`src/msst_pkg.sv`:
```
`default_nettype none
package msst_pkg;
	localparam int DIV_W = 96;
	localparam int DVR_W = 33;
	localparam int MA_W  = 64;
	localparam int MB_W  = 32;
	localparam int MP_W  = MA_W + MB_W;
	localparam int SQ_W  = 64;
	localparam int RT_W  = 32;

	typedef logic [DIV_W-1:0] div_word_t;
	typedef logic [DVR_W-1:0] dvr_word_t;
	typedef logic [MA_W-1:0]  mul_a_t;
	typedef logic [MB_W-1:0]  mul_b_t;
	typedef logic [MP_W-1:0]  mul_p_t;
	typedef logic [SQ_W-1:0]  sq_word_t;
	typedef logic [RT_W-1:0]  root_t;
endpackage
`default_nettype wire

```
`src/msst_mul.sv`:
```
`default_nettype none
module msst_mul (
	input  logic             clk,
	input  logic             arst_n,
	input  logic             start,
	input  msst_pkg::mul_a_t a,
	input  msst_pkg::mul_b_t b,
	output logic             done,
	output msst_pkg::mul_p_t prod
);
	import msst_pkg::*;

	localparam int CW = $clog2(MB_W + 1);

	logic [MA_W-1:0] a_q;
	logic [MP_W-1:0] p_q;
	logic [CW-1:0]   cnt_q;
	logic            run_q;
	logic            done_q;
	logic [MA_W:0]   sum;

	assign sum = {1'b0, p_q[MP_W-1:MB_W]} + (p_q[0] ? {1'b0, a_q} : '0);

	always_ff @(posedge clk or negedge arst_n) begin
		if (!arst_n) begin
			run_q  <= 1'b0;
			done_q <= 1'b0;
			cnt_q  <= '0;
		end else begin
			done_q <= !start && run_q && (cnt_q == CW'(MB_W - 1));
			if (start) begin
				run_q <= 1'b1;
				cnt_q <= '0;
			end else if (run_q) begin
				cnt_q <= cnt_q + 1'b1;
				if (cnt_q == CW'(MB_W - 1)) begin
					run_q <= 1'b0;
				end
			end
		end
	end

	always_ff @(posedge clk) begin
		if (start) begin
			a_q <= a;
			p_q <= {{MA_W{1'b0}}, b};
		end else if (run_q) begin
			p_q <= {sum, p_q[MB_W-1:1]};
		end
	end

	assign done = done_q;
	assign prod = p_q;
endmodule
`default_nettype wire

```
`config.mk`:
```
export PLATFORM = sky130hd
export DESIGN_NAME = msst_mul
export DESIGN_NICKNAME = d
export VERILOG_FILES = /design/src/msst_pkg.sv /design/src/msst_mul.sv
export SDC_FILE = /design/constraint.sdc
export NUM_CORES = 1
export LEC_CHECK = 0
export ABC_AREA = 1
export BUFFER_PORTS_ARGS = -buffer_cell sky130_fd_sc_hd__buf_2
export CAP_MARGIN = 20
export CORE_MARGIN = 2
export CORE_UTILIZATION = 52
export DETAILED_ROUTE_END_ITERATION = 16
export PLACE_DENSITY = 0.81
export SYNTH_ARGS = -nofsm -noshare
export SYNTH_HDL_FRONTEND = slang
export SYNTH_SLANG_ARGS = --single-unit
```
`constraint.sdc`:
```
create_clock -name clk -period 2.2 [get_ports clk]
set_input_delay 0.22 -clock clk [delete_from_list [all_inputs] [get_ports clk]]
set_output_delay 0.22 -clock clk [all_outputs]
set_load 0.005 [all_outputs]
```
# [Yosys cells after proc, flatten, opt, wreduce, memory -nomap -nowiden]
# Cells that the tools add are included.
[totals] output_inout_bits=97 regBits=168
[classes] n_eq_ne=1 muxes=8 add_sub_neg=2 n_reduce_logical=4
[op_table] operator="$add 64x64->65" count=1
[op_table] operator="$mux 32" count=2
[op_table] operator="$mux 64" count=1
[op_table] operator="$mux 6" count=2
[op_table] operator="$add 6x1->6 const B" count=1
[op_table] operator="$eq 6x5->1 const B" count=1
[op_table] operator="$mux 1" count=3
[op_table] operator="$logic_and 1x1->1" count=2
[op_table] operator="$reduce_bool 2->1" count=1
[op_table] operator="$logic_not 1->1" count=1

# [Depth between registers and ports, before layout]
[depth] ltp_word=4 ltp_mapped=20

# [Worst setup path after synthesis]
# OpenSTA, ideal clock, no wires.
[synth_path] path_type="register -> register" start="register p_q[0], in the netlist prod[0]" end="register p_q[94], in the netlist prod[94]" slack_ns=-0.071 n_path_buf=2 setup_ns=0.113 required_ns=2.087 t_arrival_ns=2.158 path_stages_with_launch=18 cell_sequence="edfxtp_1 -> clkbuf_1 -> buf_1 -> nand2_1 -> inv_1 -> ha_1 -> nand2_1 -> inv_1 -> a21oi_1 -> nand2_2 -> nand2_1 -> nand2_2 -> nand2_1 -> nand2_2 -> nand2_1 -> nand3_1 -> nand3_1 -> nand2_1"
[synth_via] elab_chain_cells=2
[synth_lines] element="start: declaration" line="msst_mul.sv:16" rtl="logic [MP_W-1:0] p_q;"
[synth_lines] element="start signal: assignment" line="msst_mul.sv:46" rtl="p_q <= {{MA_W{1'b0}}, b};"
[synth_lines] element="start signal: assignment" line="msst_mul.sv:48" rtl="p_q <= {sum, p_q[MB_W-1:1]};"
[synth_lines] element="$mux 64" line="msst_mul.sv:22" rtl="assign sum = {1'b0, p_q[MP_W-1:MB_W]} + (p_q[0] ? {1'b0, a_q} : '0);"
[synth_lines] element="$add 64x64->65" line="msst_mul.sv:22"
# Every way passes these cells.
# A chain may end at the register's enable or synchronous reset.

# [Worst setup path in the final report]
[layout_path] start="register p_q[0], in the netlist prod[0]" end="register p_q[69], in the netlist prod[69]"
# The elaborated chain is that of the path after synthesis.

==> results by group <==
Drt
  – Detail Route Antenna Nets: 0
  – Residual DRC: 0
  – Detailed Routing Iterations Pass 1: 6
  – Avg WL per Cell: between 15 and 20 um
  – Final wirelength: 51790 um
  – Total number of vias: between 10000 and 15000
  – Initial DRC count: 1715
  – Vias/cell: between 5 and 6

Layout
  – Register Area: ~4400 um^2
  – Filler cells: about 1300
  – Post-layout nets: 2537
  – Ant diodes: 0
  – Final Util: 0.8377
  – Area delta synth->final: 58.56%
  – Commonest non-fill, non-tap cell in the layout: nand2_1
  – Share of cells above drive strength 1: 0.4239
  – Most frequent cells in the layout: 616 x nand2_1, 329 x inv_1, 194 x nand2_2, 194 x buf_2, 182 x buf_4
  – Non-filler instance count after layout: about 2700
  – Multi-input gate area: around 8600 um^2

Hold path
  – Hold Startpoint: b[30]
  – Hold Path Cell Cnt: 3
  – Hold EP: prod[30]
  – Hold Path Class: input port to flop

Logic synthesis
  – Ys async rst share: 0.04762
  – Seq/Total Area, Yosys: 0.3649
  – Post-Syn Nets: ~2100
  – YS warnings: 0
  – EDFF count, synth: 96
  – Yosys top cell area share: 0.2718
  – Synth Area per Inst: 6.296 um^2
  – Cell Area, Synth: ~12000 um^2
  – Top cells by area, synth: nand2_1 27%, edfxtp_1 24%, inv_1 12%
  – Number of synthesized register bits: ~170
  – Dominant synthesized flop cell: edfxtp_1
  – Synth area leader: nand2_1
  – Number of distinct library cells after synthesis: 35
  – Gate Count Post-Synth: 1900

STA
  – Setup TNS: -22750 ps
  – Crit share post-route: 1.238
  – Final min period: approximately 2700 ps
  – Final WS setup: -523.4 ps
  – Slew @ Worst Pin: 676.9 ps
  – Worst hold margin: 23.73 ps
  – Max Clock Freq: between 300 and 400 MHz
  – Final-report max-slew violation count: 0
  – Clock skew: approximately 22 ps
  – RSZ-0062 raised after global routing: yes
  – Worst relative slew slack: 0.5481
  – Final hold vios: 0
  – Setup-failing EPs final: 61

Die
  – Initial Util: 0.5283
  – Cell row count: 55
  – Width of the die: around 160 um
  – Die Y: between 150 and 200 um
  – Die area: between 20000 and 25000 um^2
  – # IOs: just under 200
  – Core area: between 20000 and 25000 um^2

Clocking
  – CTS Root Cell: clkbuf_16
  – Clk_lat worst skew: 460 ps
  – Total CTS buffers: 17
  – Clock sink count: approximately 170
  – CTS clk-pin slew, worst paths: about 80 ps
  – H-tree Lvls: 4
  – CTS tree: done
  – Clk buf depth: 2

Setup path
  – R2R Path End: prod[69]
  – Worst Reg-to-Reg Cells: 17
  – Reg2Reg Launch Point: prod[0]
  – Critical path class: flop to flop
  – Reg2reg setup slack: -520 ps
  – CP max FO: 8
  – CP Data Arrival Time: ~3100 ps
  – Req. time, crit path: about 2600 ps
  – Setup crit start kind: flop
  – Crit end category: flop

Power and ir drop
  – Leakage power total: ~10 nW
  – Pwr Density: 621.0 nW/um^2
  – Max rail drop VDD: about 0.53 mV

Outcome
  – Failing checks: setup timing
  – Status: finished with violations

GRT
  – First-pass GRT wire length: roughly 68000 um
  – Met2 Resource Use GR: 0.6003
  – Total gr overflow: 0
  – GRT Overall Usage: 0.3574
  – Largest net degree at the start of global routing: 67
  – GRT met3 Usage: 0.06444
  – Vias in the first global route: approximately 13000
  – M1 GR Usage: 0.4698
  – Initial antenna violation count: 0
  – GRT Max-Usage Layer: met2

Run
  – Maxcap violations: 0

Place
  – Post-Place Worst Slack: -517.9 ps
  – Final HPWL DP: between 30000 and 40000 um
  – DP Cell Count: 2527
  – Input/output buffers: 195
  – Final Wtd Congestion: about 1
-- power by group --
part	internal (mW)	switching (mW)
Sequential	3.69	0.358
Combinational	2.04	2.50
Clock	1.62	1.57
-- Yosys cell counts, types with 6 or more instances --
cell type	number
nand3_1	63
nand4_1	12
buf_1	6
nor3_1	9
nand2_1	866
nor2_1	125
nand3_2	10
o21ai_0	34
dfxtp_1	64
o21ai_1	9
ha_1	65
nand2_2	15
inv_1	393
clkbuf_1	16
a21oi_1	68
dfrtp_1	8
edfxtp_1	96
-- metrics by stage --
| stage | instance area [um^2] | power [mW] |
|---|---|---|
| 2_1_floorplan | 11970 | 5.446 |
| 6_report | 18970 | 11.78 |
| 5_1_grt | 18970 | 12.14 |
| 3_5_place_dp | 14520 | 6.844 |
| 3_3_place_gp | 14520 | 6.778 |
| 4_1_cts | 17250 | 10.67 |
-- cell families (layout without fill, tap and decap cells) --
logic type               count (synthesis)  in the layout  share of synthesized area
buffers and inverters                  425            910                     0.1346
XOR/XNOR                                 2              2                   0.001465
AND/OR/NAND/NOR                       1119           1119                     0.3760
AO/OA/AOI/OAI                          120            120                    0.05335
flip-flops                             168            168                     0.3649
adder cells (fa/ha/maj)                 66             66                    0.06967
-- cell type report --
type,count,share of cell area
clock buffers,19,0.02283
clock inverters,13,0.008181
inverters,398,0.07930
multi-input cells,1307,0.4533
flip-flops and latches,168,0.2301
well taps,285,0.01880
repair buffers,480,0.1875
-- worst max path at each step --
stage / slack (ps) / from / end / depth (start not counted)
finish: -520 / prod[0] / prod[69] / 17
global route: -560 / prod[0] / prod[60] / 17
CTS: -360 / prod[0] / prod[91] / 17
detailed placement: -520 / prod[0] / prod[91] / 17
global placement: -470 / prod[0] / prod[91] / 17
floorplan: 20 / prod[0] / prod[89] / 16
-- flip-flops by register name (all words and copies together), names as in the netlist --
signal	count
a_q	64
cnt_q	6
done	1
prod	96
run_q	1
-- metal layers --
metal	routed length [um]	up-vias	part of all wire
met4	3085	0	0.060
met1	19250	6726	0.37
li1	-	6697	-
met5	0	-	0
met2	23810	1063	0.46
met3	5652	285	0.11
-- timing repair --
action,CTS,global route
pin swaps,32,149
endpoints found under the hold margin,72,0
endpoints found under the setup margin,60,61
hold buffers,65,0
gates resized for setup,311,417
setup buffers,17,25
cloned,1,7
-- critical path, stage by stage, from the launching register on --
cell	delay, ps
edfxtp_1	460
buf_12	200
buf_12	160
nand2_4	70
inv_4	40
ha_4	150
fa_2	400
buf_6	150
nand2_4	70
nand3_4	110
buf_6	150
nand3_4	50
nand3_4	110
nand2_4	100
nand2_4	80
nand2_2	70
nand2_1	60
o21ai_1	190
No activity file was read; power rests on OpenSTA's default activity.
