==> src/msst_pkg.sv <==
`default_nettype none
package msst_pkg;
	localparam int DIV_W = 96;
	localparam int DVR_W = 33;
	localparam int MA_W  = 64;
	localparam int MB_W  = 32;
	localparam int MP_W  = MA_W + MB_W;
	localparam int SQ_W  = 64;
	localparam int RT_W  = 32;

	typedef logic [DIV_W-1:0] div_word_t;
	typedef logic [DVR_W-1:0] dvr_word_t;
	typedef logic [MA_W-1:0]  mul_a_t;
	typedef logic [MB_W-1:0]  mul_b_t;
	typedef logic [MP_W-1:0]  mul_p_t;
	typedef logic [SQ_W-1:0]  sq_word_t;
	typedef logic [RT_W-1:0]  root_t;
endpackage
`default_nettype wire

==> src/msst_sqrt.sv <==
`default_nettype none
module msst_sqrt (
	input  logic               clk,
	input  logic               arst_n,
	input  logic               start,
	input  msst_pkg::sq_word_t radicand,
	output logic               done,
	output msst_pkg::root_t    root
);
	import msst_pkg::*;

	localparam int CW = $clog2(RT_W + 1);

	logic [SQ_W-1:0] v_q;
	logic [SQ_W-1:0] res_q;
	logic [SQ_W-1:0] bit_q;
	logic [CW-1:0]   cnt_q;
	logic            run_q;
	logic            done_q;
	logic [SQ_W-1:0] t;

	assign t = res_q + bit_q;

	always_ff @(posedge clk or negedge arst_n) begin
		if (!arst_n) begin
			run_q  <= 1'b0;
			done_q <= 1'b0;
			cnt_q  <= '0;
		end else begin
			done_q <= !start && run_q && (cnt_q == CW'(RT_W - 1));
			if (start) begin
				run_q <= 1'b1;
				cnt_q <= '0;
			end else if (run_q) begin
				cnt_q <= cnt_q + 1'b1;
				if (cnt_q == CW'(RT_W - 1)) begin
					run_q <= 1'b0;
				end
			end
		end
	end

	always_ff @(posedge clk) begin
		if (start) begin
			v_q   <= radicand;
			res_q <= '0;
			bit_q <= {2'b01, {(SQ_W-2){1'b0}}};
		end else if (run_q) begin
			if (v_q >= t) begin
				v_q   <= v_q - t;
				res_q <= (res_q >> 1) + bit_q;
			end else begin
				res_q <= res_q >> 1;
			end
			bit_q <= bit_q >> 2;
		end
	end

	assign done = done_q;
	assign root = res_q[RT_W-1:0];
endmodule
`default_nettype wire
==> config.mk <==
export PLATFORM = sky130hd
export DESIGN_NAME = msst_sqrt
export DESIGN_NICKNAME = d
export VERILOG_FILES = /design/src/msst_pkg.sv /design/src/msst_sqrt.sv
export SDC_FILE = /design/constraint.sdc
export NUM_CORES = 1
export LEC_CHECK = 0
export ABC_AREA = 1
export BUFFER_PORTS_ARGS = -buffer_cell sky130_fd_sc_hd__buf_2
export CAP_MARGIN = 10
export CORE_MARGIN = 4
export CORE_UTILIZATION = 45
export DETAILED_ROUTE_END_ITERATION = 12
export PLACE_DENSITY = 0.66
export SLEW_MARGIN = 20
export SYNTH_ARGS = -nofsm -noshare
export SYNTH_HDL_FRONTEND = slang
export SYNTH_SLANG_ARGS = --single-unit
==> constraint.sdc <==
create_clock -name clk -period 6.8 [get_ports clk]
set_input_delay 0.68 -clock clk [delete_from_list [all_inputs] [get_ports clk]]
set_output_delay 0.68 -clock clk [all_outputs]
set_load 0.005 [all_outputs]
Word-level counts from Yosys, hierarchy flattened

Cells that the tools add are included.

Multipliers: 0
Equality and inequality tests: 1
Add/subtract/negate cells: 4
Shift-type cells: 0
Reductions and logical operators: 6
Div/mod/pow operators: 0
Bitwise logic cells: 0
Order comparisons: 1
Mux-type cells: 9

Operators with widths:

| cell                | number |
|---|---|
| $mux 64             | 4 |
| $add 63x63->64      | 1 |
| $add 64x63->64      | 1 |
| $ge 64x64->1        | 1 |
| $sub 64x64->64      | 1 |
| $mux 6              | 2 |
| $add 6x1->6 const B | 1 |
| $eq 6x5->1 const B  | 1 |
| $reduce_bool 2->1   | 2 |
| $mux 1              | 3 |
| $logic_and 1x1->1   | 2 |
| $reduce_and 2->1    | 1 |
| $logic_not 1->1     | 1 |

Register bits after elaboration: 168
Logic and storage cells: 27
Bits in latches: 0
Output and inout port bits: 33
Memory bits (read-only): 0
Memory bits (writable): 0
Input bits: 67
Memories kept: 0

Longest topological paths before layout

Gate-level depths: netlist of run 1.

Word-level depth: 5
Depth in mapped cells: 29
Depth with buffers taken out: 29

Worst setup path before layout of run 1

Ideal clock, no wire load.

Path kind: register -> register
From: reg res_q[4]
To: reg v_q[0] (enable)
Slack: -0.328 ns
Stages on the path, launching flop included: 20
Arrival: 6.604 ns
Data required time: 6.276 ns
Path buffers: 1
Library setup time: 0.524 ns
Period minus slack after synthesis: 7.128 ns
Path through: dfxtp_1 > ha_1 > nand2_1 > o21ai_0 > nor2_1 > nor2_1 > or2_2 > nand2_1 > nand2_1 > nand3_1 > nand2_1 > xor2_1 > ha_1 > nand2_1 > nor2_1 > nand2_1 > nor2_1 > a21oi_4 > clkbuf_1 > a31oi_1

Word-level cells in the longest chain between the ends: 4

Ends and longest elaborated chain:

| item                        | RTL line        | source |
|---|---|---|
| start: declaration          | msst_sqrt.sv:15 | `logic [SQ_W-1:0] res_q;` |
| start signal: assignment    | msst_sqrt.sv:51 | `res_q <= (res_q >> 1) + bit_q;` |
| start signal: assignment    | msst_sqrt.sv:53 | `res_q <= res_q >> 1;` |
| $add 64x63->64              | msst_sqrt.sv:22 | `assign t = res_q + bit_q;` |
| $ge 64x64->1                | msst_sqrt.sv:49 | `if (v_q >= t) begin` |
| $reduce_bool 2->1 (no line) | n/a             |  |
| $reduce_and 2->1 (no line)  | n/a             |  |
| end signal: assignment      | msst_sqrt.sv:45 | `v_q <= radicand;` |
| end signal: assignment      | msst_sqrt.sv:50 | `v_q <= v_q - t;` |
| end: declaration            | msst_sqrt.sv:14 | `logic [SQ_W-1:0] v_q;` |

Every way passes these cells.
A chain may end at the register's enable or synchronous reset.

Final worst setup path of run 1

From: reg res_q[22]
To: reg res_q[34]

Word-level cells in the longest chain between the ends: 3
Elaborated cells on any way between the ends: 4
Those cells by class: 2 x add/sub; 1 x order compare; 1 x mux

Ends and longest elaborated chain:

| item           | RTL line |
|---|---|
| $add 64x63->64 | msst_sqrt.sv:22 |
| $ge 64x64->1   | msst_sqrt.sv:49 |
| $mux 64 *      | msst_sqrt.sv:49 |

Every way passes the cells marked *; elsewhere a longest branch is shown, timed or not.

==> results of run 1 <==
[logic make-up (layout without fill, tap and decap cells)]
| kind of cell | after synthesis | count (layout) |
|---|---|---|
| AO/OA/AOI/OAI | 452 | 452 |
| XOR/XNOR | 86 | 86 |
| adder cells (fa/ha/maj) | 132 | 132 |
| buffers and inverters | 654 | 710 |
| flip-flops | 168 | 168 |
| AND/OR/NAND/NOR | 2063 | 2063 |
[power breakdown]
part	internal (mW)	switching [mW]	leakage [nW]	total (mW)
Combinational	1.94	3.89	8.39	5.82
Clock	0.537	0.492	0.289	1.03
Sequential	1.50	0.388	1.55	1.88
Total	3.97	4.77	10.2	8.73
[layout make-up]
class | instances | share of cell area
inverters | 568 | 0.09860
multi-input cells | 2733 | 0.6249
flip-flops and latches | 168 | 0.1870
clock buffers | 19 | 0.02100
repair buffers | 111 | 0.02835
clock inverters | 12 | 0.005902
well taps | 592 | 0.03426
[worst max-delay path: stages, from the launching register on]
cell     delay, ps
dfxtp_1        580
ha_1           300
nand2_1         90
o21ai_0        340
nand2_1        160
o21ai_0        500
a21oi_1         70
o21ai_0        330
nand3_1        170
nand2_1        130
xnor2_1         70
ha_1           380
nand2_1        150
nor3_2         190
nand2_1        190
nor3_4         240
nand2_4        220
nand2_4        420
buf_4          400
nand3_1        130
nand3_1         90
nand2_1         50
[cells in the final DEF, fill, tap and decap left out, types with 3 or more instances in the layout]
cell       count
o21bai_1      18
o21ai_1        7
a31oi_1        6
clkbuf_16     18
dfrtp_1        8
nor2_1       378
or2_2         18
nor3_1        45
nand2_1     1202
a21o_1        10
xor2_1        36
nor2_2         5
inv_2          3
o211ai_1       5
inv_1        562
clkinv_1       3
nand3_2       19
nand4_1       36
buf_2         98
edfxtp_1      64
buf_4         11
nand3_1      320
o22ai_1       31
o21ai_0      174
nand3b_1      22
ha_1         131
o2111ai_1      3
a21oi_1      183
inv_6          6
nor4_1         7
dfxtp_1       96
xnor2_1       50
[final timing paths]
path	startpoint	slack, ps	end	cells after the start
max	res_q[22]$_SDFFE_PP0P_	1470	res_q[34]$_SDFFE_PP0P_	21
min	arst_n	30	cnt_q[5]$_DFFE_PN0P_	1
max reg2reg	res_q[22]$_SDFFE_PP0P_	1470	res_q[34]$_SDFFE_PP0P_	21
min reg2reg	res_q[63]$_SDFFE_PP0P_	480	res_q[63]$_SDFFE_PP0P_	2
max in group asynchronous	arst_n	6600	run_q$_DFF_PN0_	1
min in group clk	radicand[33]	470	v_q[33]$_DFFE_PP_	3
[registers in the layout, indices dropped and copies added (netlist names)]
register	flops
v_q	64
done	1
run_q	1
res_q	64
cnt_q	6
bit_q	32
[per-layer routing]
layer	part of all wire	routed length (um)	vias up	track usage
li1	-	-	11430	-
met1	0.44	33480	10210	0.4175
met2	0.44	33440	868	0.5045
met3	0.066	4977	172	0.03668
met4	0.050	3822	0	0.1432
met5	0	0	-	0
[stage by stage]
step	total power, mW	cell area (um^2)	hold WS [ps]	setup WS, ps
global route	9.506	21620	33.30	1090
global placement	7.551	21040	462.5	1610
finish	8.733	21620	34.08	1474
detailed placement	7.571	21040	469.7	1567
floorplan	5.995	20160	384.4	1229
CTS	8.624	21620	16.81	1551
==> flow_summary.ini, run 1 <==
[run_status]
run_status = finished with violations
failed_checks = design-rule violations

[hold_path]
hold_path_class = in2async

[cts]
cts_setup_buffers = 0
cts_hold_buf = 0
tritoncts = done
clk_latency_ps = 490
clock-sinks = 168
worst_setup_hold_path_clk_slew_ps = 70
clk_path_buf_depth = 2
clockRootBuffer = clkbuf_16
post_cts_resize_count = 0
number_of_buffers_added_by_the_clock_tree_synthesis_step = 17
htree_num_levels = 4

[detailed_routing]
dr.first_iter.drc_count = 2044
route.final.wire_length_um = 75720
wire_per_inst_um = 18.01
drt_drc_violations_left = 2
via_count = 22680
antenna_left = 0
viasPerCell = 5.396
drt_pre_antenna_iters = 12

[setup_path]
cp-start-kind = flop
critical_path_arrival_ps = 5700
worstSetupPathType = reg2reg
worst_setup_path_end_kind = flop
crit_path_max_fanout = 38
cp.required_ps = 7170

[timing]
worst_pin_slew_ps = 1067
max_slew_margin = 0.2808
rsz0062_at_grt = no
finalCritPeriodShare = 0.7833
slew_limit_fails = 0
time_the_final_worst_path_needs_with_i_o_delays_and_setup_ps = 5326
fin_worst_skew_ps = 16.93
fmax_mhz = 187.7
setup_viol_count_final = 0
fin_tns_setup_ps = 0
report.final.hold_viol_count = 0

[floorplan]
coreArea_um2 = 44220
initial_core_util = 0.4557
fp.dieW_um = 219.6
die_area_um2 = 48230
design.portCount = 100
cell_row_count = 77
die_y_um = 219.6

[synth]
synth_enable_flop_cells = 64
cells_taking_the_most_area_after_synthesis = nand2_1 (22%), inv_1 (10%), dfxtp_1 (9.5%)
synth_largest_area_cell = nand2_1
syn_nets = 3754
post-synth-top-area-fraction = 0.2239
syn_warnings = 0
number_of_distinct_library_cell_variants_in_the_gate_level_netlist_after_synthesis = 51
proportion_of_synthesized_chip_area_in_sequential_cells = 0.2007
avgSynthCellArea_um2 = 5.668
synth_async_sr_flop_share = 0.04762
post_synth_instance_area_um2 = 20150
synth_adder_area_share = 0.08233
combinational_family_with_the_most_area_after_synthesis = simple AND/OR/NAND/NOR gates
muxShareOfSynthArea = 0
postSynth.topFlopCell = dfxtp_1
synth-compound-area-share = 0.1219
netlist_instances = 3555
synth_simple_gate_area_share = 0.4274
parity_gate_share_of_the_synthesized_area_counting_xor_and_xnor_cells = 0.03738
most_common_cell_in_the_synthesized_netlist = nand2_1
commonest_cells_in_the_netlist = nand2_1 (1,202), inv_1 (562), nor2_1 (380), nand3_1 (320), a21oi_1 (183)
yosys_register_bits = 168

[pwr]
leakage_dissipation_nw = 10.24
cellPowerDensity_nw_per_um2 = 403.9
ir_worst_vdd_mv = 0.2610

[grt]
grt_first_pass_wirelength_um = 116800
grt-ovfl-total = 0
pin_count_of_the_biggest_net_entering_global_routing = 83
via_count_of_the_first_global_routing_pass = 21560
antenna_found_initial = 0
gr_usage_total = 0.3121

[final_layout]
multi_input_area_um2 = 13510
instances_no_fill = 4203
layout.core_utilization = 0.4890
n_antenna_cell = 0
synthToLayoutAreaGrowth_pct = 7.308
final_layout_size_suffix_gt1_frac = 0.05511
filler_cell_count = 4878
layout.area.seq_um2 = 4044
post_layout_net_count = 3798

[place]
numPortBuffers = 99
post-place-cells = 4172
sum_of_net_half_perimeters_after_detailed_placement_um = 62260
gp_congestion = 1.038

[run]
drv_cap = 0
(Power assumes the default switching activity.)
==> run 2, diff against run 1 <==
--- a/config.mk
+++ b/config.mk
@@ -11,7 +11,7 @@
 export CORE_MARGIN = 4
 export CORE_UTILIZATION = 45
 export DETAILED_ROUTE_END_ITERATION = 12
-export PLACE_DENSITY = 0.66
+export PLACE_DENSITY = 0.64
 export SLEW_MARGIN = 20
 export SYNTH_ARGS = -nofsm -noshare
 export SYNTH_HDL_FRONTEND = slang
==> constraint.sdc (replaced) <==
create_clock -name clk -period 5.25 [get_ports clk]
set_input_delay 0.525 -clock clk [delete_from_list [all_inputs] [get_ports clk]]
set_output_delay 0.525 -clock clk [all_outputs]
set_load 0.005 [all_outputs]
==> flow_summary.ini, run 2 (same netlist as run 1, synthesis figures left out) <==
[setup_path]
timing.critical_path.buf_inv = 1
crit_path_max_fanout = 25
worst_setup_path_end_kind = flop
timing.critical_path.slowest_cell_delay_ps = 680
cp.required_ps = 5420
timing.critical_path.slowest_stage_cell = o21ai_0
worstPathCellList = ha_1, nand2_1, o21ai_1, nand2_1, nand2_1, a21oi_1, o21ai_0, nand3_1, nand2_1, xnor2_1, ha_1, nand2_1, nor3_2, nand2_1, nor2_1, a21oi_4, a31oi_4, buf_4
crit_start = res_q[10]$_SDFFE_PP0P_
r2r_start = res_q[10]$_SDFFE_PP0P_
path_common_cell = nand2_1
worst_path_dominant_cell_family = compound AO/OA/AOI/OAI gates
cp-start-kind = flop
worstSetupPathType = reg2reg
critical_path_arrival_ps = 5070

[timing]
fin_tns_setup_ps = 0
time_the_final_worst_path_needs_with_i_o_delays_and_setup_ps = 4893
fin_worst_skew_ps = 14.64
rsz0062_at_grt = no
worst_pin_slew_ps = 915.2
final.hold.worst_slack_ps = 280.3
finalCritPeriodShare = 0.9320
report.final.hold_viol_count = 0
max_slew_margin = 0.3898
slew_limit_fails = 0
setup_viol_count_final = 0
fmax_mhz = 204.4

[cts]
htree_num_levels = 4
post_cts_resize_count = 0
clk_path_buf_depth = 2
clock-sinks = 168
clockRootBuffer = clkbuf_16
cts_setup_buffers = 0
cts_hold_buf = 1
number_of_buffers_added_by_the_clock_tree_synthesis_step = 17
tritoncts = done
worst_setup_hold_path_clk_slew_ps = 80
clk_latency_ps = 510

[pwr]
power.internal_mw = 5.281
comb_power_share = 0.679
power.switching_mw = 6.263
seqPwrFrac = 0.203
cellPowerDensity_nw_per_um2 = 526.7
clkPwrFrac = 0.118
power_switching_share = 0.5425
ir_worst_vdd_mv = 0.3698
leakage_dissipation_nw = 10.43

[grt]
gr_usage_total = 0.3265
pin_count_of_the_biggest_net_entering_global_routing = 84
via_count_of_the_first_global_routing_pass = 21900
grt-ovfl-total = 0
antenna_found_initial = 0
grt_first_pass_wirelength_um = 120300

[hold_path]
hold_path_class = in2reg
startpoint_of_the_lowest_slack_hold_path = radicand[39]

[final_layout]
biggestRegsByFlops = res_q: 64 flops, v_q: 64 flops, bit_q: 32 flops
final_layout_size_suffix_gt1_frac = 0.06442
layout.core_utilization = 0.4956
synthToLayoutAreaGrowth_pct = 8.768
instances_no_fill = 4240
n_antenna_cell = 0
layout.cells.most_common = nand2_1
filler_cell_count = 4922
post_layout_net_count = 3834
final_cell_mix = nand2_1 (1,202), inv_1 (562), nor2_1 (378)

[detailed_routing]
route.final.wire_length_um = 79370
drt_pre_antenna_iters = 7
wire_per_inst_um = 18.72
drt_drc_violations_left = 0
viasPerCell = 5.415
via_count = 22960
antenna_left = 0
dr.first_iter.drc_count = 1985

[floorplan]
cell_row_count = 77
die_area_um2 = 48230
coreArea_um2 = 44220
design.portCount = 100
die_y_um = 219.6
fp.dieW_um = 219.6
initial_core_util = 0.4557

[place]
post-place-cells = 4207
sum_of_net_half_perimeters_after_detailed_placement_um = 64940
numPortBuffers = 99
gp_congestion = 0.9994

[run]
drv_cap = 0

[run_status]
run_status = finished clean
## run 2: path summary, 6_finish.rpt
path                                        end  slack [ps]  depth (start not counted)
setup reg to reg              v_q[11]$_DFFE_PP_         360                         18
hold / removal                v_q[39]$_DFFE_PP_         280                          3
max in group asynchronous  cnt_q[5]$_DFFE_PN0P_        4680                          2
setup / recovery              v_q[11]$_DFFE_PP_         360                         18
min in group asynchronous        done$_DFF_PN0_         410                          2
hold reg to reg            cnt_q[3]$_DFFE_PN0P_         480                          1
## run 2: through the flow
| stage | total power, mW | setup slack (ps) | area [um^2] |
|---|---|---|---|
| after CTS | 11.41 | 399.5 | 21920 |
| final | 11.54 | 357.1 | 21920 |
| after floorplan | 7.762 | 552.1 | 20170 |
| after detailed placement | 10.00 | 444.0 | 21320 |
| after global routing | 12.56 | 67.56 | 21920 |
| after global placement | 9.995 | 427.6 | 21320 |
## run 2: layer usage
metal | GRT usage | up-vias | wire [um]
li1 | - | 11520 | -
met1 | 0.4274 | 10400 | 34570
met2 | 0.5306 | 863 | 35460
met3 | 0.04330 | 174 | 5206
met4 | 0.1601 | 0 | 4131
met5 | 0 | - | 0
## run 2: layout make-up
type	instances	area, um^2	area share
tap	592	740.7	0.03380
inverter	568	2132	0.09728
sequential	168	4044	0.1845
multi-input combinational	2733	13510	0.6165
clock buffer	20	467.9	0.02135
clock inverter	12	122.6	0.005595
timing repair buffer	147	898.4	0.04099
## run 2: power groups by stage
stage	registers [mW]	clock network, mW	logic, mW
final	2.35	1.36	7.84
after global routing	2.37	1.43	8.75
after CTS	2.32	1.39	7.70
after detailed placement	2.35	0	7.65
after global placement	2.35	0	7.64
after floorplan	2.21	0	5.55
## run 2: worst reg2reg max path: stages, from the launching register on
cell	delay, ps
dfxtp_1	410
ha_1	400
nand2_1	100
o21ai_1	330
nand2_1	130
nand2_1	90
a21oi_1	80
o21ai_0	680
nand3_1	170
nand2_1	140
xnor2_1	80
ha_1	390
nand2_1	170
nor3_2	210
nand2_1	170
nor2_1	210
a21oi_4	190
a31oi_4	240
buf_4	350
