==> src/msst_pkg.sv <==
`default_nettype none
package msst_pkg;
	localparam int DIV_W = 96;
	localparam int DVR_W = 33;
	localparam int MA_W  = 64;
	localparam int MB_W  = 32;
	localparam int MP_W  = MA_W + MB_W;
	localparam int SQ_W  = 64;
	localparam int RT_W  = 32;

	typedef logic [DIV_W-1:0] div_word_t;
	typedef logic [DVR_W-1:0] dvr_word_t;
	typedef logic [MA_W-1:0]  mul_a_t;
	typedef logic [MB_W-1:0]  mul_b_t;
	typedef logic [MP_W-1:0]  mul_p_t;
	typedef logic [SQ_W-1:0]  sq_word_t;
	typedef logic [RT_W-1:0]  root_t;
endpackage
`default_nettype wire

==> src/msst_div.sv <==
`default_nettype none
module msst_div (
	input  logic                clk,
	input  logic                arst_n,
	input  logic                start,
	input  msst_pkg::div_word_t dividend,
	input  msst_pkg::dvr_word_t divisor,
	output logic                done,
	output msst_pkg::div_word_t quot
);
	import msst_pkg::*;

	localparam int CW = $clog2(DIV_W + 1);

	logic [DVR_W-1:0] rem_q;
	logic [DVR_W-1:0] dvr_q;
	logic [DIV_W-1:0] quo_q;
	logic [CW-1:0]    cnt_q;
	logic             run_q;
	logic             done_q;
	logic [DVR_W:0]   trial;
	logic [DVR_W:0]   diff;
	logic             ge;

	assign trial = {rem_q, quo_q[DIV_W-1]};
	assign ge    = trial >= {1'b0, dvr_q};
	assign diff  = trial - {1'b0, dvr_q};

	always_ff @(posedge clk or negedge arst_n) begin
		if (!arst_n) begin
			run_q  <= 1'b0;
			done_q <= 1'b0;
			cnt_q  <= '0;
		end else begin
			done_q <= !start && run_q && (cnt_q == CW'(DIV_W - 1));
			if (start) begin
				run_q <= 1'b1;
				cnt_q <= '0;
			end else if (run_q) begin
				cnt_q <= cnt_q + 1'b1;
				if (cnt_q == CW'(DIV_W - 1)) begin
					run_q <= 1'b0;
				end
			end
		end
	end

	always_ff @(posedge clk) begin
		if (start) begin
			rem_q <= '0;
			dvr_q <= divisor;
			quo_q <= dividend;
		end else if (run_q) begin
			rem_q <= ge ? diff[DVR_W-1:0] : trial[DVR_W-1:0];
			quo_q <= {quo_q[DIV_W-2:0], ge};
		end
	end

	assign done = done_q;
	assign quot = quo_q;
endmodule
`default_nettype wire

==> config.mk <==
export PLATFORM = sky130hd
export DESIGN_NAME = msst_div
export DESIGN_NICKNAME = d
export VERILOG_FILES = /design/src/msst_pkg.sv /design/src/msst_div.sv
export SDC_FILE = /design/constraint.sdc
export NUM_CORES = 1
export LEC_CHECK = 0
export ABC_AREA = 1
export BUFFER_PORTS_ARGS = -buffer_cell sky130_fd_sc_hd__buf_2
export CAP_MARGIN = 15
export CELL_PAD_IN_SITES_DETAIL_PLACEMENT = 0
export CELL_PAD_IN_SITES_GLOBAL_PLACEMENT = 1
export CORE_MARGIN = 2
export CORE_UTILIZATION = 36
export DETAILED_ROUTE_END_ITERATION = 6
export GPL_ROUTABILITY_DRIVEN = 0
export PLACE_DENSITY_LB_ADDON = 0.1
export SLEW_MARGIN = 20
export SYNTH_ARGS = -nofsm -noshare
export SYNTH_HDL_FRONTEND = slang
export SYNTH_SLANG_ARGS = --single-unit
==> constraint.sdc <==
create_clock -name clk -period 2.2 [get_ports clk]
set_input_delay 0.66 -clock clk [delete_from_list [all_inputs] [get_ports clk]]
set_output_delay 0.66 -clock clk [all_outputs]
set_load 0.02 [all_outputs]
; ---- Word level (Yosys, flattened, before mapping)
; Cells that the tools add are included.
[word_totals]
register_bits = 171
latchBits = 0
mem_bits_rw = 0
romBits = 0
inputBits = 132
output_inout_bits = 97
elab_cells = 22
memories = 0
[op_classes]
addsub = 2
mul = 0
n_div = 0
n_lt_le_gt_ge = 1
eq_ne = 1
n_shift = 0
mux = 8
bitwise_logic = 0
n_reduce_logical = 4
[op_table]
columns = op, n
row1 = $mux W96, 2
row2 = $ge A34 B33 Y1, 1
row3 = $mux W33, 1
row4 = $sub A33 B33 Y33, 1
row5 = $mux W7, 2
row6 = $add A7 B1 Y7 const B, 1
row7 = $eq A7 B7 Y1 const B, 1
row8 = $mux W1, 3
row9 = $logic_and A1 B1 Y1, 2
row10 = $reduce_bool A2 Y1, 1
row11 = $logic_not A1 Y1, 1

; ---- Longest topological paths before layout
; Gate-level depths: netlist (run 1).
[depth]
ltp_word = 4
ltp_mapped = 17
depth_no_buf = 17

; ---- Worst setup path after synthesis (run 1)
; OpenSTA, ideal clock, no wires.
[synth_timing]
path_type = register -> register
startpoint = register quo_q[95] (netlist: quot[95])
endpoint = register rem_q[15]
setup_ns = 0.138
arrival_ns = 2.087
required_time_ns = 2.062
slack_ns = -0.025
stages_incl_launch_ff = 14
n_path_buf = 1
synth_period_minus_slack_ns = 2.225
path_cell_list = edfxtp_1 -> inv_1 -> ha_1 -> inv_1 -> fa_1 -> nand3_1 -> nand3_2 -> nand2_2 -> nand2_2 -> nand2_4 -> buf_2 -> nand3_1 -> nand3_1 -> o21ai_2
[synth_via]
elab_chain_len = 2
elab_cells_between_ends = 3
classes_between = add/sub (1) / order compare (1) / mux (1)
[synth_rtl]
columns = element, line_no
row1 = start: declaration, msst_div.sv:17  ; logic [DIV_W-1:0] quo_q;
row2 = start signal: assignment, msst_div.sv:52  ; quo_q <= dividend;
row3 = start signal: assignment, msst_div.sv:55  ; quo_q <= {quo_q[DIV_W-2:0], ge};
row4 = $sub A33 B33 Y33 / $ge A34 B33 Y1 (equally long branches), "msst_div.sv:27, msst_div.sv:26"
row5 = $mux W33 (*), msst_div.sv:54  ; rem_q <= ge ? diff[DVR_W-1:0] : trial[DVR_W-1:0];
row6 = end signal: assignment, msst_div.sv:54
row7 = end: declaration, msst_div.sv:15  ; logic [DVR_W-1:0] rem_q;
; Every way passes the cells marked *; elsewhere a longest branch is shown, timed or not.
; A chain may end at the register's enable or synchronous reset.

; ---- Final worst setup path (run 1)
[layout_timing]
startpoint = register rem_q[22]
endpoint = register rem_q[17]
[layout_via]
elab_chain_len = 2
[layout_rtl]
columns = element, line_no
row1 = $ge A34 B33 Y1, msst_div.sv:26  ; assign ge = trial >= {1'b0, dvr_q};
row2 = $mux W33, msst_div.sv:54
; No other way between the ends.

==> results of run 1 <==
[layout make-up]
type / count / area, um2 / share of cell area [%]
inverters: 190 / 716 / 5.53
multi-input cells: 891 / 4690 / 36.3
repair buffers: 276 / 1700 / 13.2
diodes: 2 / 5.00 / 0.0387
clock buffers: 17 / 425 / 3.29
flip-flops and latches: 171 / 4760 / 36.8
well taps: 341 / 427 / 3.30
clock inverters: 15 / 213 / 1.64
[cells by family after synthesis]
kind of cell             count (synthesis)  share of synthesized area, %
AND/OR/NAND/NOR                        793                          33.6
buffers and inverters                  226                          9.56
flip-flops                             171                          48.5
AO/OA/AOI/OAI                           46                          2.51
adder cells (fa/ha/maj)                 35                          4.54
XOR/XNOR                                15                          1.34
[worst min-delay path by stage]
stage / slack (ps) / depth (start not counted) / endpoint
6_report: 70 / 1 / cnt_q[5]
5_1_grt: 70 / 1 / cnt_q[5]
4_1_cts: 60 / 1 / cnt_q[5]
3_5_place_dp: 450 / 2 / rem_q[32]
3_3_place_gp: 440 / 2 / rem_q[32]
2_1_floorplan: 360 / 0 / cnt_q[0]
[flip-flops by register name (all words and copies together) (netlist names)]
name and count:
dvr_q 33, cnt_q 7, done 1, run_q 1, rem_q 33, quot 96
[what timing repair did]
item | in CTS | in global routing
gates cloned | 0 | 6
resized for setup | 2 | 123
endpoints found under the setup margin | 4 | 34
endpoints found under the hold margin | 0 | 0
pin swaps | 0 | 35
buffers inserted | 0 | 4
[cells in the mapped netlist]
cell      instances
nor2_2            5
clkbuf_1         20
clkbuf_8          4
a31oi_1           1
buf_6             3
nor2_8            1
dfrtp_1           9
nand2_4           1
xor2_1            2
nand3_1          74
nand3b_1         21
inv_1           190
a22o_1            1
o21bai_1          2
nand2_1         608
nor3_4            1
ha_1             34
nor2_1           52
o21ai_0           9
o21ai_1          10
buf_12            1
buf_4             2
edfxtp_1        129
o21ai_2           1
dfxtp_1          33
buf_1             3
buf_2             3
and2_1            6
nand2_2           7
nand2_8           1
fa_1              1
nor3_1            7
nand3_2           6
a21o_1            1
a21oi_1          21
xnor2_1          13
nand4_1           3
[power groups by stage]
stage                     Clock (mW)  Sequential (mW)  Combinational (mW)
after floorplan                    0             4.57                4.13
after detailed placement           0             4.42                6.04
after global placement             0             4.43                6.03
after global routing            3.47             4.56                8.28
after CTS                       3.35             4.37                6.08
final                           3.28             4.48                7.43
[worst register-to-register path, delay by kind of cell (launching register included)]
kind	cells	cell delay [ps]
simple gates	10	880
flops	1	450
fa+ha+maj	1	270
compound gates	1	70
buf+inv	3	360
[cells in the final DEF (no fill, tap or decap), types with 16 or more instances in the layout]
master     instances
nand2_1          576
buf_2            227
inv_1            180
edfxtp_1         129
nand3_1           62
nor2_1            40
nand2_2           35
dfxtp_1           32
buf_4             31
ha_4              25
nand3b_1          21
clkbuf_16         20
a21oi_1           19
nand3_2           18
nor2_2            16
[metal layers]
metal  global-route usage, %  part of all wire [%]  vias to the layer above
met5                       0                  0.12                        -
met4                    4.12                   1.3                        6
met3                    6.11                   6.6                       31
met2                    33.1                    47                      236
met1                    27.0                    45                     3983
li1                        -                     -                     4526
==> flow_metrics.env, run 1 <==
export IMPL_htreeDepth=4
export IMPL_cp_num_buf_inv=3
export IMPL_grt_max_degree=70
export IMPL_cts_sinks=171
export IMPL_clkTransAtPathRegs_ps=80
export IMPL_r2r_start="rem_q[22]"
export IMPL_hold_ws_ps=71.8
export IMPL_yosysSeqAreaShare_pct=48.5
export IMPL_drt_iter0_markers=548
export IMPL_viasPerCell=4.61
export IMPL_powerDensity_nw_per_um2=1170
export IMPL_place_worst_setup_slack_ps=-0.952
export IMPL_vdd_drop_max_v=0.000637
export IMPL_holdCritPathClass="primary input to asynchronous set/reset pin"
export IMPL_syn_inst=1286
export IMPL_drive_above_1_share_pct=27.5
export IMPL_dr_pass1_iters=7
export IMPL_power_total_mw=15.2
export IMPL_coreArea_um2=26900
export IMPL_grt_pass1_vias=8682
export IMPL_cpMostUsedCell="nand2_1"
export IMPL_finalNetCount=1714
export IMPL_ys_warn_count=0
export IMPL_min_period_ps=2130
export IMPL_arrival_ps=2460
export IMPL_ys_ff_latch=171
export IMPL_synth_area_leader_cell="edfxtp_1"
export IMPL_hold_violations=0
export IMPL_ctsHoldBuffers=0
export IMPL_seqPwrFrac_pct=29.5
export IMPL_swShare_pct=41.8
export IMPL_synth_area_top_cells="edfxtp_1, nand2_1, inv_1, dfxtp_1, ha_1"
export IMPL_drc=0
export IMPL_placed_area_um2=11600
export IMPL_crit_chain="ha_4, nand2_1, nand2_2, nand2_1, nand2_2, inv_1, nand2_1, nand2_1, nand3_2, nor2_8, buf_12, clkbuf_16, nand3_1, nand3_1, o21ai_1"
export IMPL_rsz0062_at_grt="yes"
export IMPL_fin_util_pct=48.2
export IMPL_status="complete, no violations"
export IMPL_worstSetupEndpointType="flop"
export IMPL_max_freq_ghz=0.469
export IMPL_p_comb_share_pct=48.9
export IMPL_setup_slack_ps=67.3
export IMPL_die_area_um2=28600
export IMPL_portBuffers=228
export IMPL_setup_viol=0
export IMPL_worstSetupPathDepth=15
export IMPL_antenna_found_initial=6
export IMPL_crit_fanout=6
export IMPL_ios=229
export IMPL_syn_area_um2=9820
export IMPL_worstMarginPinSlew_ps=521
export IMPL_clkPwrFrac_pct=21.6
export IMPL_power_switching_mw=6.35
export IMPL_grt_usage_pct=20.4
export IMPL_yosysUniqueCellTypes=37
export IMPL_synth_top_area_share_pct=39.4
export IMPL_crit_required_ps=2530
export IMPL_r2r_end="rem_q[17]"
export IMPL_grt_pass1_wl_um=45700
export IMPL_path_class="flop to flop"
export IMPL_timing_slew_headroom_pct=65.2
export IMPL_numCtsBuffers=17
export IMPL_crit_path_end="rem_q[17]"
export IMPL_cpPeakStageDelay_ps=450
export IMPL_dieWidth_um=169
export IMPL_internal_power_mw=8.84
export IMPL_drv_cap=0
export IMPL_ant_nets=0
export IMPL_worstSetupStartpointType="flop"
export IMPL_die_h_um=169
export IMPL_crit_path_start="rem_q[22]"
export IMPL_cts_tree="done"
export IMPL_p_leak_nw=6.70
export IMPL_crit_family="simple AND/OR/NAND/NOR gates"
export IMPL_insertion_delay_ps=450
export IMPL_dp_cells=1859
export IMPL_layout_cells_non_filler=1903
export IMPL_syn_avg_cell_area_um2=7.64
export IMPL_fillCellCount=2747
export IMPL_root_buffer="clkbuf_16"
export IMPL_vias=8782
export IMPL_cts_path_max_buffers=2
export IMPL_finClkSkew_ps=18.7
export IMPL_floorplan_initialDensity_pct=36.5
export IMPL_num_rows=60
export IMPL_report_final_slew_viol_count=0
export IMPL_regToRegSetupSlack_ps=70
export IMPL_wl_um=29900
export IMPL_cp_slowest_cell="dfxtp_1"
export IMPL_routedWlPerCell_um=15.7
export IMPL_detailed_place_hpwl_um=21100
export IMPL_finalCritPeriodShare_pct=96.9
export IMPL_postLayoutCellArea_um2=12900
export IMPL_synth_nets=1453
export IMPL_gr_total_overflow=0
export IMPL_finalSetupTns_ps=0
export IMPL_reg2reg_depth=15
export IMPL_area_delta_synth_final_pct=31.8
Power figures use the tool's default switching activity.
==> inputs of run 2 (changes only) <==
Settings changed: CORE_UTILIZATION 36 to 42.
Clock period 2.2 ns to 2.63 ns, I/O delays scaled along.
==> run 2 against run 1 <==
Non-clock buffer count shrank 31. Critical path depth shrank 2. Clock power shrank 24%. Via count shrank 2.6%. Core utilization grew 4.0 points.
==> flow_metrics.env, run 2 (synthesis gave the netlist of run 1 again) <==
export IMPL_largest_register_ffs=96
export IMPL_arrival_ps=2670
export IMPL_gr_total_overflow=0
export IMPL_worstSetupStartpointType="flop"
export IMPL_cts_path_max_buffers=2
export IMPL_fillCellCount=2289
export IMPL_use_met2_pct=37.6
export IMPL_drv_cap=0
export IMPL_grt_max_degree=81
export IMPL_ctsHoldBuffers=0
export IMPL_finalCritPeriodShare_pct=89.8
export IMPL_die_area_um2=24600
export IMPL_layout_cells_non_filler=1842
export IMPL_setup_viol=0
export IMPL_routedWlPerCell_um=14.8
export IMPL_ant_nets=0
export IMPL_multi_input_area_um2=4130
export IMPL_power_switching_mw=4.56
export IMPL_hold_violations=0
export IMPL_status="complete, no violations"
export IMPL_root_buffer="clkbuf_16"
export IMPL_gr_max_usage_layer="met2"
export IMPL_area_delta_synth_final_pct=21.1
export IMPL_use_met1_pct=31.0
export IMPL_cts_setup_buffers=0
export IMPL_worstSetupEndpointType="flop"
export IMPL_internal_power_mw=6.35
export IMPL_wl_um=27300
export IMPL_swShare_pct=41.8
export IMPL_crit_fanout=18
export IMPL_p_leak_nw=6.40
export IMPL_vias=8557
export IMPL_finalNetCount=1681
export IMPL_grt_pass1_wl_um=44700
export IMPL_fin_util_pct=52.2
export IMPL_crit_required_ps=2930
export IMPL_rsz0062_at_grt="no"
export IMPL_drt_iter0_markers=446
export IMPL_grt_pass1_vias=8619
export IMPL_finClkSkew_ps=13.2
export IMPL_setup_slack_ps=268
export IMPL_crit_path_start="quot[95]"
export IMPL_grtUsageMet3_pct=6.97
export IMPL_dieWidth_um=157
export IMPL_cts_tree="done"
export IMPL_htreeDepth=4
export IMPL_dr_pass1_iters=5
export IMPL_place_worst_setup_slack_ps=188
export IMPL_clkTransAtPathRegs_ps=70
export IMPL_seqPwrFrac_pct=33.5
export IMPL_drc=0
export IMPL_final_common_cell="nand2_1"
export IMPL_detailed_place_hpwl_um=20600
export IMPL_grt_usage_pct=23.3
export IMPL_portBuffers=228
export IMPL_viasPerCell=4.65
export IMPL_holdCritPathClass="primary input to asynchronous set/reset pin"
export IMPL_floorplan_initialDensity_pct=43.1
export IMPL_final_cell_mix="nand2_1, buf_2, inv_1"
export IMPL_clkPwrFrac_pct=22.9
export IMPL_vdd_drop_max_v=0.000494
export IMPL_dp_cells=1808
export IMPL_ios=229
export IMPL_insertion_delay_ps=430
export IMPL_drive_above_1_share_pct=19.8
export IMPL_path_class="flop to flop"
export IMPL_report_final_slew_viol_count=0
export IMPL_finalSetupTns_ps=0
export IMPL_p_comb_share_pct=43.6
export IMPL_timing_slew_headroom_pct=40.9
export IMPL_r2r_start="quot[95]"
export IMPL_powerDensity_nw_per_um2=917
export IMPL_coreArea_um2=22800
export IMPL_num_rows=55
export IMPL_reg2reg_depth=13
export IMPL_max_freq_ghz=0.423
export IMPL_die_h_um=157
export IMPL_min_period_ps=2360
export IMPL_cts_sinks=171
export IMPL_seqCellArea_um2=4760
export IMPL_numCtsBuffers=17
export IMPL_antenna_found_initial=5
export IMPL_worstMarginPinSlew_ps=887
==> run 2: cell count changes in the layout (fill, tap and decap cells not counted), moves of 10 or more <==
cell     delta
nand2_1    +32
nor2_1     +11
ha_1       +26
buf_4      -16
nand2_2    -28
nand3_2    -12
ha_4       -25
nand3_1    +12
nor2_2     -10
==> run 2: power groups by stage <==
stage                     sequential (mW)  clock [mW]  combinational [mW]
after global routing                 3.71        2.66                5.46
after global placement               3.70           0                4.75
final                                3.65        2.50                4.76
after floorplan                      3.82           0                3.45
after detailed placement             3.69           0                4.76
after CTS                            3.65        2.54                4.79
==> run 2: metal layers <==
metal	part of all wire, %	routed length (um)
met3	6.9	1880
met2	46	12500
met1	46	12500
met5	0.026	7
met4	1.6	427
==> run 2: per-stage QoR <==
stage / cell area, um2 / hold slack, ps / total power [mW]
after floorplan: 9820 / 426 / 7.27
after global placement: 11300 / 436 / 8.45
after detailed placement: 11300 / 444 / 8.46
after CTS: 11900 / 200 / 11.0
after global routing: 11900 / 204 / 11.8
final: 11900 / 207 / 10.9
==> run 2: worst paths after layout <==
| path | end | slack, ps |
|---|---|---|
| setup reg to reg | rem_q[0] | 270 |
| min in group clk | rem_q[32] | 460 |
| max in group asynchronous | done | 2240 |
| hold reg to reg | rem_q[32] | 460 |
| hold / removal | cnt_q[3] | 210 |
| setup / recovery | rem_q[0] | 270 |
==> run 2: critical path, stage by stage, from the launching register on <==
cell      delay [ps]
edfxtp_1         390
inv_1             90
ha_1             140
inv_1             80
fa_1             430
nand3_1          130
nand3_2          130
nand2_2          100
nand2_2           90
nand2_8          180
buf_4            220
nand3_1           90
nand3_1           90
o21ai_0           80
==> run 2: repair_timing <==
item / in CTS / in global routing
endpoints found under the setup margin: 0 / 10
gates resized for setup: 0 / 1
endpoints found under the hold margin: 0 / 0
==> run 2: layout make-up <==
| class | count | area share [%] |
|---|---|---|
| antenna | 3 | 0.0631 |
| clock buffer | 17 | 3.58 |
| clock inverter | 14 | 1.24 |
| inverter | 190 | 6.02 |
| multi-input combinational | 889 | 34.8 |
| sequential | 171 | 40.0 |
| tap | 313 | 3.29 |
| timing repair buffer | 245 | 11.0 |
